**src/rtl/core/pms_pkg.sv**
```systemverilog
// pms_pkg: sizes, operation and status codes, and shared types of the
// partitioned multi-stack. No dependencies.
package pms_pkg;

  localparam int TOTAL_DEPTH = 16;
  localparam int NUM_STACKS  = 2;
  localparam int ITEM_WIDTH  = 32;

  localparam int SEG_DEPTH = TOTAL_DEPTH / NUM_STACKS;
  localparam int ADDR_W    = (TOTAL_DEPTH > 1) ? $clog2(TOTAL_DEPTH) : 1;
  localparam int CNT_W     = $clog2(SEG_DEPTH + 1);
  localparam int STK_W     = (NUM_STACKS > 1) ? $clog2(NUM_STACKS) : 1;
  localparam int STK_SLOTS = 1 << STK_W;

  // operation codes
  localparam logic [1:0] OP_PUSH = 2'd0;
  localparam logic [1:0] OP_POP  = 2'd1;
  localparam logic [1:0] OP_LIST = 2'd2;

  // status codes
  localparam logic [1:0] ST_OK    = 2'd0;
  localparam logic [1:0] ST_FULL  = 2'd1;
  localparam logic [1:0] ST_EMPTY = 2'd2;
  localparam logic [1:0] ST_BAD   = 2'd3;

  typedef struct packed {
    logic                  we;
    logic [ADDR_W-1:0]     waddr;
    logic [ITEM_WIDTH-1:0] wdata;
    logic                  re;
    logic [ADDR_W-1:0]     raddr;
  } mem_req_t;

  typedef struct packed {
    logic             en;
    logic [STK_W-1:0] idx;
    logic [CNT_W-1:0] val;
  } fill_upd_t;

endpackage

```
**src/rtl/core/pms_item_mem.sv**
```systemverilog
// pms_item_mem: shared item memory, one write and one registered read port.
// Depends on pms_pkg.
module pms_item_mem
  import pms_pkg::*;
(
  input  logic                  clk,
  input  mem_req_t              req,
  output logic [ITEM_WIDTH-1:0] rdata_r
);

  logic [ITEM_WIDTH-1:0] mem [TOTAL_DEPTH];

  always_ff @(posedge clk) begin
    if (req.we) begin
      mem[req.waddr] <= req.wdata;
    end
  end

  always_ff @(posedge clk) begin
    if (req.re) begin
      rdata_r <= mem[req.raddr];
    end
  end

endmodule

```
**src/rtl/core/pms_fill_regs.sv**
```systemverilog
// pms_fill_regs: per-stack fill counts, cleared by reset.
// Depends on pms_pkg.
module pms_fill_regs
  import pms_pkg::*;
(
  input  logic             clk,
  input  logic             rst_n,
  input  logic [STK_W-1:0] rd_idx,
  output logic [CNT_W-1:0] rd_fill,
  input  fill_upd_t        upd
);

  logic [CNT_W-1:0] fill_r [STK_SLOTS];

  assign rd_fill = fill_r[rd_idx];

  always_ff @(posedge clk) begin
    if (!rst_n) begin
      for (int i = 0; i < STK_SLOTS; i++) begin
        fill_r[i] <= '0;
      end
    end else if (upd.en) begin
      fill_r[upd.idx] <= upd.val;
    end
  end

endmodule

```
**src/rtl/core/partitioned_multi_stack.sv**
```systemverilog
// partitioned_multi_stack: sequencer and output register of the multi-stack.
// Depends on pms_pkg, pms_item_mem and pms_fill_regs.
//
// NUM_STACKS LIFO stacks share one item memory of TOTAL_DEPTH words, cut
// into equal segments of TOTAL_DEPTH/NUM_STACKS; stack s owns the segment
// starting at s*SEG_DEPTH. Each input word names an operation (push, pop,
// list) and a stack. Every operation gives one result word, except list,
// which gives one word per held item (bottom first, with a one-based
// position and last on the top item); operation code 3 is dropped with no
// result. Errors (full, empty, bad stack index) give a single word with
// item_value and item_position zero. Timing: push and all error cases load
// the output register in the accept cycle, and a new input word is taken in
// the same cycle the result drains, so these run at one word per cycle
// while out_ready stays high. Pop and each listed item need one synchronous
// memory read, registered in the memory and then loaded into the output
// register in state S_RD. One word is in flight at a time; the memory has no
// reset and needs no clearing pass.
module partitioned_multi_stack
  import pms_pkg::*;
(
  input  logic        clk,
  input  logic        rst_n,
  input  logic        in_valid,
  output logic        in_ready,
  input  logic [1:0]  in_operation,
  input  logic [1:0]  in_stack_index,
  input  logic [31:0] in_push_value,
  output logic        out_valid,
  input  logic        out_ready,
  output logic [1:0]  out_status,
  output logic [31:0] out_item_value,
  output logic [3:0]  out_item_position,
  output logic        out_last
);

  localparam logic [1:0] S_IDLE = 2'd0;
  localparam logic [1:0] S_RD   = 2'd1;  // memory read in flight
  localparam logic [1:0] S_EMIT = 2'd2;  // result word held in output reg

  logic [1:0]        state_r, state_nxt;
  logic [ADDR_W-1:0] base_r, base_nxt;
  logic [CNT_W-1:0]  cnt_r, cnt_nxt;     // items to list
  logic [CNT_W-1:0]  pos_r, pos_nxt;     // items listed so far
  logic              is_list_r, is_list_nxt;

  logic [1:0]        status_r, status_nxt;
  logic [31:0]       value_r, value_nxt;
  logic [CNT_W-1:0]  opos_r, opos_nxt;
  logic              last_r, last_nxt;

  logic                  acc;
  logic                  bad_idx;
  logic [STK_W-1:0]      stk;
  logic [CNT_W-1:0]      fill;
  logic [ADDR_W-1:0]     base;
  logic [CNT_W-1:0]      pos_inc;
  logic [ITEM_WIDTH-1:0] rdata;
  mem_req_t              mreq;
  fill_upd_t             fupd;

  pms_item_mem u_mem (
    .clk     (clk),
    .req     (mreq),
    .rdata_r (rdata)
  );

  pms_fill_regs u_fill (
    .clk     (clk),
    .rst_n   (rst_n),
    .rd_idx  (stk),
    .rd_fill (fill),
    .upd     (fupd)
  );

  assign in_ready = (state_r == S_IDLE) ||
                    ((state_r == S_EMIT) && out_ready && last_r);
  assign acc      = in_valid && in_ready;

  assign stk     = in_stack_index[STK_W-1:0];
  assign bad_idx = {1'b0, in_stack_index} >= 3'(NUM_STACKS);
  assign base    = ADDR_W'(ADDR_W'(stk) * ADDR_W'(SEG_DEPTH));
  assign pos_inc = pos_r + CNT_W'(1);

  assign out_valid         = (state_r == S_EMIT);
  assign out_status        = status_r;
  assign out_item_value    = value_r;
  assign out_item_position = 4'(opos_r);
  assign out_last          = last_r;

  always_comb begin
    state_nxt   = state_r;
    base_nxt    = base_r;
    cnt_nxt     = cnt_r;
    pos_nxt     = pos_r;
    is_list_nxt = is_list_r;
    status_nxt  = status_r;
    value_nxt   = value_r;
    opos_nxt    = opos_r;
    last_nxt    = last_r;
    mreq        = '0;
    fupd        = '0;
    mreq.wdata  = ITEM_WIDTH'(in_push_value);
    fupd.idx    = stk;

    unique case (state_r)
      S_RD: begin
        // read data is valid now
        status_nxt = ST_OK;
        value_nxt  = 32'(rdata);
        if (is_list_r) begin
          opos_nxt = pos_inc;
          last_nxt = (pos_inc == cnt_r);
          pos_nxt  = pos_inc;
        end else begin
          opos_nxt = '0;
          last_nxt = 1'b1;
        end
        state_nxt = S_EMIT;
      end
      S_EMIT: begin
        if (out_ready) begin
          if (!last_r) begin
            // next list item
            mreq.re    = 1'b1;
            mreq.raddr = base_r + ADDR_W'(pos_r);
            state_nxt  = S_RD;
          end else begin
            state_nxt = S_IDLE;
          end
        end
      end
      default: ;
    endcase

    if (acc) begin
      status_nxt = ST_OK;
      value_nxt  = '0;
      opos_nxt   = '0;
      last_nxt   = 1'b1;
      if (in_operation != OP_PUSH && in_operation != OP_POP &&
          in_operation != OP_LIST) begin
        state_nxt = S_IDLE;
      end else if (bad_idx) begin
        status_nxt = ST_BAD;
        state_nxt  = S_EMIT;
      end else if (in_operation == OP_PUSH) begin
        if (fill >= CNT_W'(SEG_DEPTH)) begin
          status_nxt = ST_FULL;
        end else begin
          mreq.we    = 1'b1;
          mreq.waddr = base + ADDR_W'(fill);
          fupd.en    = 1'b1;
          fupd.val   = fill + CNT_W'(1);
        end
        state_nxt = S_EMIT;
      end else if (fill == '0) begin
        status_nxt = ST_EMPTY;
        state_nxt  = S_EMIT;
      end else if (in_operation == OP_POP) begin
        mreq.re     = 1'b1;
        mreq.raddr  = base + ADDR_W'(fill - CNT_W'(1));
        fupd.en     = 1'b1;
        fupd.val    = fill - CNT_W'(1);
        is_list_nxt = 1'b0;
        state_nxt   = S_RD;
      end else begin
        mreq.re     = 1'b1;
        mreq.raddr  = base;
        base_nxt    = base;
        cnt_nxt     = fill;
        pos_nxt     = '0;
        is_list_nxt = 1'b1;
        state_nxt   = S_RD;
      end
    end
  end

  always_ff @(posedge clk) begin
    if (!rst_n) begin
      state_r <= S_IDLE;
    end else begin
      state_r <= state_nxt;
    end
  end

  always_ff @(posedge clk) begin
    base_r    <= base_nxt;
    cnt_r     <= cnt_nxt;
    pos_r     <= pos_nxt;
    is_list_r <= is_list_nxt;
    status_r  <= status_nxt;
    value_r   <= value_nxt;
    opos_r    <= opos_nxt;
    last_r    <= last_nxt;
  end

endmodule

```
**config.mk**
```make
export PLATFORM = sky130hd
export DESIGN_NAME = partitioned_multi_stack
export DESIGN_NICKNAME = d
export VERILOG_FILES = /design/src/rtl/core/pms_pkg.sv /design/src/rtl/core/pms_item_mem.sv /design/src/rtl/core/pms_fill_regs.sv /design/src/rtl/core/partitioned_multi_stack.sv
export SDC_FILE = /design/constraint.sdc
export NUM_CORES = 1
export LEC_CHECK = 0
export BUFFER_PORTS_ARGS = -buffer_cell sky130_fd_sc_hd__buf_2
export CORE_ASPECT_RATIO = 2
export CORE_MARGIN = 3
export CORE_UTILIZATION = 61
export DETAILED_ROUTE_END_ITERATION = 10
export HOLD_SLACK_MARGIN = 0.03
export MAX_ROUTING_LAYER = met4
export PLACE_DENSITY = 0.79
export SETUP_SLACK_MARGIN = 0.02
export SYNTH_ARGS = -nofsm -noshare
export SYNTH_HDL_FRONTEND = slang
export SYNTH_HIERARCHICAL = 1
export SYNTH_SLANG_ARGS = --single-unit
export TNS_END_PERCENT = 5
```
**constraint.sdc**
```tcl
create_clock -name clk -period 6.5 [get_ports clk]
set_input_delay 0.65 -clock clk [delete_from_list [all_inputs] [get_ports clk]]
set_output_delay 0.65 -clock clk [all_outputs]
set_load 0.01 [all_outputs]
```
# Yosys cells after proc, flatten, opt, wreduce, memory -nomap -nowiden
# Memories as Yosys holds them, arrays and structs flattened. A register that Yosys moved wholly into a read port is not among the register bits.
# Index checks and enable logic that the tools add are counted.
[classes]
add_sub_neg = 6
magnitude_cmp = 2
n_eq_ne = 7
n_mux = 63
n_bitwise = 5
n_reduce_logical = 16
[op_table]
columns = ["op", "count"]
rows = [
  ["4-bit 2-to-1 mux", 18],
  ["5-bit 2-to-1 mux", 13],
  ["2-bit 2-to-1 mux", 12],
  ["1-bit 2-to-1 mux", 19],
  ["4-bit adder", 3],
  ["4-bit by 1-bit adder with 4-bit output, second input constant", 2],
  ["6-bit AND reduction", 1],
  ["1-bit logical AND", 5],
  ["1-bit inverter", 5],
  ["5-bit AND reduction", 1],
  ["2-bit by 1-bit equality test with 1-bit output, second input constant", 2],
  ["4-bit equality test", 1],
  ["4-bit greater-or-equal comparator, second input constant", 1],
  ["2-bit logical NOT", 2],
  ["4-bit logical NOT", 1],
  ["2-bit case mux with 2 select lines", 1],
  ["2-bit nonzero test", 2],
  ["4-bit OR reduction", 1],
  ["4-bit by 1-bit subtractor with 4-bit output, second input constant", 1],
  ["3-bit by 1-bit inequality test with 1-bit output, second input constant", 1],
  ["3-bit nonzero test", 1],
  ["2-bit equality test, second input constant", 1],
  ["2-bit greater-or-equal comparator, second input constant", 1],
  ["2-bit by 1-bit inequality test with 1-bit output, second input constant", 1],
  ["other kinds (3)", 3],
]
[word_totals]
ff_bits = 51
ramBits = 520
input_bits = 40
wordCells = 110
n_memories = 2
[memory_table]
columns = ["memory", "words", "width", "read_ports", "rd_clocked_by_memory_dff", "wr", "line_no", "rtl"]
rows = [
  ["u_mem.mem", 16, 32, 1, 1, 1, "pms_item_mem.sv:11", "logic [ITEM_WIDTH-1:0] mem [TOTAL_DEPTH];"],
  ["u_fill.fill_r", 2, 4, 1, 0, 2, "pms_fill_regs.sv:13", "logic [CNT_W-1:0] fill_r [STK_SLOTS];"],
]

# Depth between registers and ports, before layout
# Gate-level depths: netlist (run 1).
[logic_depth]
depth_word = 12
ltp_mapped = 12
ltp_nobuf = 10

# Cells and area by module
# Netlist (run 1), hierarchy kept.
[modules_own_cells]
columns = ["module", "n_inst", "cells_each", "area_each_um2", "seq_area_each_um2"]
rows = [
  ["pms_item_mem", 1, 838, 20155.6, 16335.7],
  ["partitioned_multi_stack", 1, 279, 2303.5, 1101.1],
  ["pms_fill_regs", 1, 27, 376.6, 240.2],
]

# Worst setup path before layout (run 1)
# OpenSTA, ideal clock, no wires.
[synth_path]
path_type = "input to register"
start = "input in_operation[0]"
end = "memory u_mem.mem[0][0] (enable)"
t_arrival_ns = 4.382
path_slack_ns = 1.657
stages = 6
cell_sequence = "ha_1 > nor4b_1 > nand2b_1 > nor3_1 > or3b_2 > nor3_1"
[synth_lines]
columns = ["element", "line_no", "rtl"]
rows = [
  ["from (decl)", "partitioned_multi_stack.sv:25", "input logic [1:0] in_operation,"],
  ["to (decl)", "pms_item_mem.sv:11", ""],
]

==> flow_summary.yaml, run 1 <==
clock_network:
  clock_latency_ns: 0.58
  clock_path_buffers: 3
  cts_max_level: 2
  path_clk_slew_ns: 0.07
  root_buffer: "clkbuf_16"
  clock-sinks: 603
  cts_made_buffers: 48
  cts_resized: 0
  post_cts_buffers: 0
  hold_buffers: 0
  cts_tree: "built"
sta:
  setup_viol: 0
  max_clock_freq_mhz: 249
  worst_pin_slew_ns: 1.08
  holdWs_ns: 0.390
  fin_crit_ns: 4.01
  finalHoldViolCount: 0
  slew_headroom_pct: 27.9
  finalMaxSlewViolations: 0
  tns_ns: 0
  min_period_over_period_pct: 61.7
  rsz0062_at_grt: "false"
  fin_skew_ns: 0.0177
final_layout:
  area.sequential_sq_mm: 0.0177
  layout-drive-gt1-share_pct: 27.0
  area_growth_pct: 11.9
  multi_input_area_sq_mm: 0.00501
  num-fill-cells: 2189
  num-nets-final: 1294
logic_synthesis:
  synth_cells: 1144
  synth_common_cells: "edfxtp_1 (560), mux4_2 (128), nand2_1 (113), a22oi_1 (64), dfxtp_1 (43)"
  ys_seq_area_share_pct: 77.4
  synth_top_family_by_area: "multiplexers"
  synth_simple_gate_area_share_pct: 3.82
  netlist-cell-type-count: 49
  synthAdderAreaFrac_pct: 0.384
  async_flop_share_pct: 0
  synth_xor_area_share_pct: 0.422
  synth-seq-cells: 603
  synth_top_cell_by_area: "edfxtp_1"
  synth_top_area_share_pct: 73.6
  synth_warnings: 6
  synth.top_cells.by_area: "edfxtp_1 (74%), mux4_2 (13%), dfxtp_1 (3.8%), a22oi_1 (2.1%), nand2_1 (1.9%)"
  ys.flop_type: "edfxtp_1"
  synth.net_count: 1191
  yosysMostFrequentCell: "edfxtp_1"
  syn_area_per_cell_sq_um: 20.0
  synth_edf_count: 560
  synthMuxAreaShare_pct: 12.9
  synth_compound_area_share_pct: 3.69
  synth_area_sq_mm: 0.0228
outcome:
  status: "finished, final reports clean"
route:
  first_pass_iters: 5
  vias_per_cell: 6.65
  drc_errors: 0
  avgRoutedWirePerCell_um: 29.3
  ant_nets: 0
  wl_um: 51100
  first_iter_violations: 1296
  vias: 11600
grt:
  grt_pass1_vias: 11900
  grt_pass1_wl_um: 75900
  antenna_found_initial: 6
  grt_overflow: 0
  grt_start_max_net_pins: 129
  groute.usage.overall_pct: 27.0
power_and_ir_drop:
  power_density_mw_per_mm2: 296
  power_leakage_uw: 0.00809
  power_uw: 7570
  ir_drop_uv: 229
worst_setup_path:
  max_stage_delay_ns: 0.95
  crit_chain: "buf_2 > mux2_2 > inv_1 > ha_1 > nand2_1 > mux2i_1 > nand3_1 > o21ai_0 > and2_1 > buf_4 > a22oi_1 > nand2_1"
  slowest_stage: "and2_1"
  cp-start-kind: "input port"
  cp-end-kind: "register"
  cp.required_ns: 6.93
  critPathKind: "input port to register"
  cp_max_fo: 17
  path_delay_family: "simple AND/OR/NAND/NOR gates"
  crit_top_cell: "nand2_1"
  cp.arrival_ns: 4.44
  crit_buf_inv: 3
floorplanning:
  start_util_pct: 62.3
  die-area_sq_mm: 0.0399
  io_pins: 81
  die_height_um: 280
  die_w_um: 143
  rows: 99
  core_area_sq_mm: 0.0367
placement:
  io_buffers: 80
  place_congestion: 0.915
  dp_hpwl_um: 25900
run:
  max_cap_viol_count: 0
min_path:
  min_path_type: "input port to register"
layout make-up:
type                            instances  area share [%]
Tap cell                              454            2.22
Sequential cell                       603            69.2
Inverter                               12           0.176
Clock inverter                         25           0.857
Timing Repair Buffer                  111            2.72
Multi-Input combinational cell        471            19.6
Antenna cell                            6          0.0588
Clock buffer                           61            5.14
logic make-up after synthesis:
logic type | Yosys count
buffers and inverters | 70
and+or+nand+nor | 193
AOI/OAI and AO/OA | 127
xor gates and xnor gates | 11
muxes | 133
DFF | 603
adders and majority gates | 7
worst reg2reg max path, cell delays in order (launching register included):
cell and delay (ns):
edfxtp_1 0.38, mux2_2 0.36, inv_1 0.09, ha_1 0.19
nand2_1 0.07, mux2i_1 0.17, nand3_1 0.18, o21ai_0 0.68
and2_1 0.96, buf_4 0.48, a22oi_1 0.16, nand2_1 0.09
where the power goes:
part	switching [uW]	internal (uW)	total, uW	leakage [uW]
registers	39.1	4290	4330	0.00540
clock network	1300	1560	2850	0.000755
logic	246	140	386	0.00194
stage by stage:
step                      cell area (sq um)  std cells  setup slack (ns)  util [%]
after floorplan                       22800       1144              1.66         -
after global placement                24000       1651              2.12      65.5
after detailed placement              24000       1651              1.99      65.5
after CTS                             25500       1737              2.55      69.6
after global routing                  25500       1743              2.26      69.7
final                                 25500       1743              2.49      69.7
worst paths after layout:
kind	start	end	slack (ns)	cells past startpoint
setup / recovery	in_stack_index[0]	u_mem/rdata_r[11]	2.49	12
hold / removal	rst_n	state_r[1]	0.39	2
setup reg to reg	u_fill/fill_r[1][0]	u_mem/rdata_r[11]	2.55	11
hold reg to reg	out_item_value[3]	out_item_value[3]	0.45	2
sequential cells by signal, indices dropped and copies added (netlist names):
| signal | count |
|---|---|
| state_r | 2 |
| out_item_value | 32 |
| cnt_r | 4 |
| out_item_position | 4 |
| base_r | 1 |
| out_last | 1 |
| pos_r | 4 |
| u_fill/fill_r | 8 |
| u_mem/rdata_r | 32 |
| u_mem/mem | 512 |
| is_list_r | 1 |
| out_status | 2 |
layout by cell type, fill, tap and decap left out, types with 3 or more instances in the layout:
cell,instances
nor3_1,6
o21ai_0,9
xnor2_1,6
diode_2,6
mux2_2,4
dfxtp_1,43
nor3_2,4
nand3_1,7
buf_2,80
buf_4,26
mux4_2,128
edfxtp_1,560
clkinv_1,7
ha_1,7
a22oi_1,64
clkbuf_1,9
clkinv_2,10
nand2_1,112
a21oi_1,42
nor2_1,11
and3_1,8
inv_1,12
bufinv_16,3
nand2b_1,4
nand3b_1,3
xor2_1,5
nor3b_1,5
nor2_4,13
clkbuf_16,50
buf_12,5
nor2b_4,3
metal layers:
layer  global-route usage, %  wire, um  vias to the layer above
li1                        -         -                     4846
met1                    34.3     17800                     5950
met2                    44.2     26800                      653
met3                    3.54      4270                      134
met4                    12.0      2220                        0
met5                       -         0                        -
Note: power is estimated with default switching activity, not from simulation.
==> inputs of run 2 (changes only) <==
--- a/config.mk
+++ b/config.mk
@@ -8,11 +8,11 @@
 export BUFFER_PORTS_ARGS = -buffer_cell sky130_fd_sc_hd__buf_2
 export CORE_ASPECT_RATIO = 2
 export CORE_MARGIN = 3
-export CORE_UTILIZATION = 61
+export CORE_UTILIZATION = 55
 export DETAILED_ROUTE_END_ITERATION = 10
 export HOLD_SLACK_MARGIN = 0.03
 export MAX_ROUTING_LAYER = met4
-export PLACE_DENSITY = 0.79
+export PLACE_DENSITY = 0.75
 export SETUP_SLACK_MARGIN = 0.02
 export SYNTH_ARGS = -nofsm -noshare
 export SYNTH_HDL_FRONTEND = slang
==> constraint.sdc (replaced) <==
create_clock -name clk -period 3.4 [get_ports clk]
set_input_delay 0.34 -clock clk [delete_from_list [all_inputs] [get_ports clk]]
set_output_delay 0.34 -clock clk [all_outputs]
set_load 0.01 [all_outputs]
==> run 2 against run 1 <==
- clock skew is 0.0044 ns lower
- critical path depth is 2 lower
- cell count grew 6.6%
- setup slack lost 2.4 ns
- sequential share of layout area is 1.8 points lower
- register-to-register slack lost 2.5 ns
- largest cell class unchanged
==> flow_summary.yaml, run 2 (synthesis gave the netlist of run 1 again) <==
outcome:
  status: "finished, final reports clean"
floorplanning:
  die_height_um: 294
  rows: 105
  core_area_sq_mm: 0.0410
  die-area_sq_mm: 0.0441
  start_util_pct: 55.7
  io_pins: 81
  die_w_um: 150
grt:
  grt_start_max_net_pins: 36
  antenna_found_initial: 4
  groute.usage.overall_pct: 24.8
  grt_pass1_wl_um: 77400
  grt_overflow: 0
  grt_pass1_vias: 12100
clock_network:
  cts_max_level: 2
  clock_latency_ns: 0.56
  cts_made_buffers: 48
  post_cts_buffers: 0
  clock-sinks: 603
  root_buffer: "clkbuf_16"
  cts_tree: "built"
  path_clk_slew_ns: 0.07
  hold_buffers: 0
  cts_resized: 0
  clock_path_buffers: 3
placement:
  pre_cts_ws_ns: -0.0290
  placed_area_sq_mm: 0.0248
  io_buffers: 80
  place_congestion: 0.965
  dp_hpwl_um: 28800
worst_setup_path:
  slowest_stage: "nor2b_4"
  ff2ff_path_depth: 10
  cp.required_ns: 3.82
  cp-start-kind: "register"
  cp.depth: 10
  crit_chain: "mux2_2 > or4_4 > a21oi_4 > xnor2_1 > o22ai_2 > buf_4 > nor2b_4 > buf_4 > a22oi_1 > nand2_1"
  critPathKind: "register to register"
  cp-end-kind: "register"
  path_delay_family: "simple AND/OR/NAND/NOR gates"
  max_stage_delay_ns: 0.84
  crit_top_cell: "buf_4"
  crit_buf_inv: 2
  r2r_slack_ns: 0.09
  cp_max_fo: 28
  cp.arrival_ns: 3.73
final_layout:
  final_common_cell: "edfxtp_1"
  fin_area_sq_mm: 0.0262
  final_cell_mix: "edfxtp_1 (560), mux4_2 (128), nand2_1 (112)"
  regMostFlops: "u_mem/mem"
  num-nets-final: 1334
  area_growth_pct: 14.9
  num-fill-cells: 2743
  largest_register_ffs: 512
  layout-drive-gt1-share_pct: 28.7
sta:
  min_period_over_period_pct: 97.4
  rsz0062_at_grt: "false"
  setup_viol: 0
  max_clock_freq_mhz: 302
  holdWs_ns: 0.105
  fin_skew_ns: 0.0132
  finalMaxSlewViolations: 0
  finalHoldViolCount: 0
  fin_crit_ns: 3.31
  worst_pin_slew_ns: 1.14
  setup_slack_ns: 0.0875
  slew_headroom_pct: 23.7
route:
  first_iter_violations: 1186
  wl_um: 51200
  vias: 11600
  avgRoutedWirePerCell_um: 27.6
  drc_errors: 0
  first_pass_iters: 5
  vias_per_cell: 6.22
  ant_nets: 0
min_path:
  min_path_type: "input port to register"
  hold_depth: 2
power_and_ir_drop:
  ir_drop_uv: 478
  power_leakage_uw: 0.00833
  power_density_mw_per_mm2: 548
run:
  max_cap_viol_count: 0
## run 2: worst paths after layout
path                             to                start
setup reg to reg  u_mem/rdata_r[25]  u_fill/fill_r[1][0]
setup / recovery  u_mem/rdata_r[25]  u_fill/fill_r[1][0]
hold / removal           state_r[1]                rst_n
hold reg to reg   out_item_value[1]    out_item_value[1]
## run 2: area by class of cell
class	count	area, sq um	share of cell area [%]
clock inverter	19	194	0.739
antenna	3	7.51	0.0286
timing repair buffer	151	1330	5.08
inverter	12	45.0	0.172
sequential	603	17700	67.4
multi-input combinational	471	5030	19.2
tap	535	669	2.55
clock buffer	64	1280	4.89
## run 2: where the power goes
group	total (uW)	switching, uW	internal [uW]
Clock	5340	2400	2950
Sequential	8270	65.8	8210
Combinational	773	470	303
Total	14400	2930	11500
## run 2: stage by stage
stage	TNS, ns	utilization, %	power, uW	std cells
2_1_floorplan	-78.55	-	8850	1144
3_3_place_gp	-0.000693	60.4	9190	1772
3_5_place_dp	-0.0312	60.4	9210	1772
4_1_cts	0	64.0	14500	1855
5_1_grt	0	64.0	14800	1858
6_report	0	64.0	14400	1858
## run 2: routing by layer
metal | vias up | track usage, % | wire, um
li1 | 4915 | - | -
met1 | 6013 | 30.9 | 18400
met2 | 510 | 41.9 | 27500
met3 | 120 | 2.85 | 3360
met4 | 0 | 9.56 | 1930
met5 | - | - | 0
==> inputs of run 3 (changes only) <==
--- a/config.mk
+++ b/config.mk
@@ -11,7 +11,6 @@
 export CORE_UTILIZATION = 55
 export DETAILED_ROUTE_END_ITERATION = 10
 export HOLD_SLACK_MARGIN = 0.03
-export MAX_ROUTING_LAYER = met4
 export PLACE_DENSITY = 0.75
 export SETUP_SLACK_MARGIN = 0.02
 export SYNTH_ARGS = -nofsm -noshare
==> run 3 against run 2 <==
- cell count fell by 0.11%
- critical endpoint unchanged
- clock skew rose by 0.0089 ns
- largest power group unchanged
- sequential power barely moved
- via count barely moved
- wire length rose by 0.26%
- largest cell class unchanged
- clock-buffer cell count did not move
==> flow_summary.yaml, run 3 (synthesis gave the netlist of run 1 again) <==
route:
  drc_errors: 0
  vias_per_cell: 6.23
  avgRoutedWirePerCell_um: 27.7
  wl_um: 51300
  first_iter_violations: 1241
  first_pass_iters: 5
  ant_nets: 0
  vias: 11600
placement:
  dp_hpwl_um: 28800
  io_buffers: 80
  place_congestion: 0.947
grt:
  grt_start_max_net_pins: 36
  grt_pass1_wl_um: 77400
  grt_pass1_vias: 12100
  antenna_found_initial: 4
  grt_overflow: 0
  groute.usage.overall_pct: 24.0
power_and_ir_drop:
  ir_drop_uv: 471
  power_frac_clock_pct: 37.1
  power.internal_uw: 11500
  p_sw_share_pct: 20.4
  power_leakage_uw: 0.00833
  p_switching_uw: 2930
  power_frac_comb_pct: 5.4
  power_density_mw_per_mm2: 548
  sequentialPowerShare_pct: 57.5
worst_setup_path:
  cp-end-kind: "register"
  ff2ff_path_depth: 10
  cp.required_ns: 3.82
  critPathKind: "register to register"
  r2r-end: "u_mem/rdata_r[25]"
  cp_max_fo: 28
  rr_startpoint: "u_fill/fill_r[1][0]"
  cp.arrival_ns: 3.75
  cp-start-kind: "register"
  r2r_slack_ns: 0.07
  crit_start: "u_fill/fill_r[1][0]"
floorplanning:
  die_w_um: 150
  start_util_pct: 55.7
  die_height_um: 294
  die-area_sq_mm: 0.0441
  rows: 105
  core_area_sq_mm: 0.0410
  io_pins: 81
sta:
  tns_ns: 0
  min_period_over_period_pct: 98.0
  finalHoldViolCount: 0
  worst_pin_slew_ns: 1.13
  slew_headroom_pct: 24.5
  rsz0062_at_grt: "false"
  max_clock_freq_mhz: 300
  setup_viol: 0
  fin_crit_ns: 3.33
  finalMaxSlewViolations: 0
  fin_skew_ns: 0.0222
  holdWs_ns: 0.0937
clock_network:
  path_clk_slew_ns: 0.07
  cts_made_buffers: 48
  clock_path_buffers: 3
  clock-sinks: 603
  cts_tree: "built"
  cts_max_level: 2
  hold_buffers: 0
  root_buffer: "clkbuf_16"
  clock_latency_ns: 0.57
final_layout:
  regMostFlops: "u_mem/mem"
  largest_register_ffs: 512
  final_common_cell: "edfxtp_1"
  area_growth_pct: 14.9
  num-nets-final: 1334
  layout-drive-gt1-share_pct: 28.7
  final_cell_mix: "edfxtp_1 (560), mux4_2 (128), nand2_1 (112)"
min_path:
  hold_path_end: "state_r[1]"
  hold_depth: 2
  hp-start: "rst_n"
  min_path_type: "input port to register"
run:
  max_cap_viol_count: 0
outcome:
  status: "finished, final reports clean"
## run 3: worst max path at each step
stage	to	slack, ns	depth (start not counted)
after floorplan	u_mem/mem[12][0]	-0.81	6
after global placement	u_mem/rdata_r[25]	-0.0007	11
after detailed placement	u_mem/rdata_r[25]	-0.03	11
after CTS	u_mem/rdata_r[25]	0.12	10
after global routing	u_mem/rdata_r[25]	0.03	10
final	u_mem/rdata_r[25]	0.07	10
## run 3: through the flow
step	setup WS [ns]	instances	instance area, sq um	utilization (%)	power [uW]
floorplan	-0.807	1144	22900	-	8850
global placement	-0.000693	1772	24800	60.4	9190
detailed placement	-0.0290	1772	24800	60.4	9210
CTS	0.115	1855	26200	64.0	14500
global route	0.0261	1856	26200	64.0	14800
finish	0.0664	1856	26200	64.0	14400
## run 3: what timing repair did
action / 4_1_cts / 5_1_grt
endpoints found under the hold margin: 0 / 0
setup endpoints to repair: 0 / 2
setup buffers: 0 / 0
resized for setup: 0 / 1
## run 3: layout make-up
class                      count  area [sq um]
antenna                        1          2.50
clock buffer                  64          1280
clock inverter                19           194
fill                        2741         14800
inverter                      12          45.0
multi-input combinational    471          5030
sequential                   603         17700
tap                          535           669
timing repair buffer         151          1330
## run 3: metal layers
metal,global-route usage (%),part of all wire (%),vias to the layer above
met2,41.9,53,525
li1,-,-,4916
met4,9.52,4.0,4
met1,30.9,36,5992
met5,0,0.047,-
met3,2.88,6.7,122
## run 3: critical path, stage by stage, from the launching register on
cell and delay, ns:
edfxtp_1 0.38, mux2_2 0.31, or4_4 0.56, a21oi_4 0.17
xnor2_1 0.14, o22ai_2 0.10, buf_4 0.18, nor2b_4 0.86
buf_4 0.29, a22oi_1 0.07, nand2_1 0.12
## run 3: power by group through the flow
stage | Combinational, uW | Sequential [uW] | Clock, uW
2_1_floorplan | 401 | 8450 | 0
3_3_place_gp | 754 | 8430 | 0
3_5_place_dp | 775 | 8440 | 0
4_1_cts | 781 | 8270 | 5440
5_1_grt | 850 | 8280 | 5700
6_report | 774 | 8270 | 5340
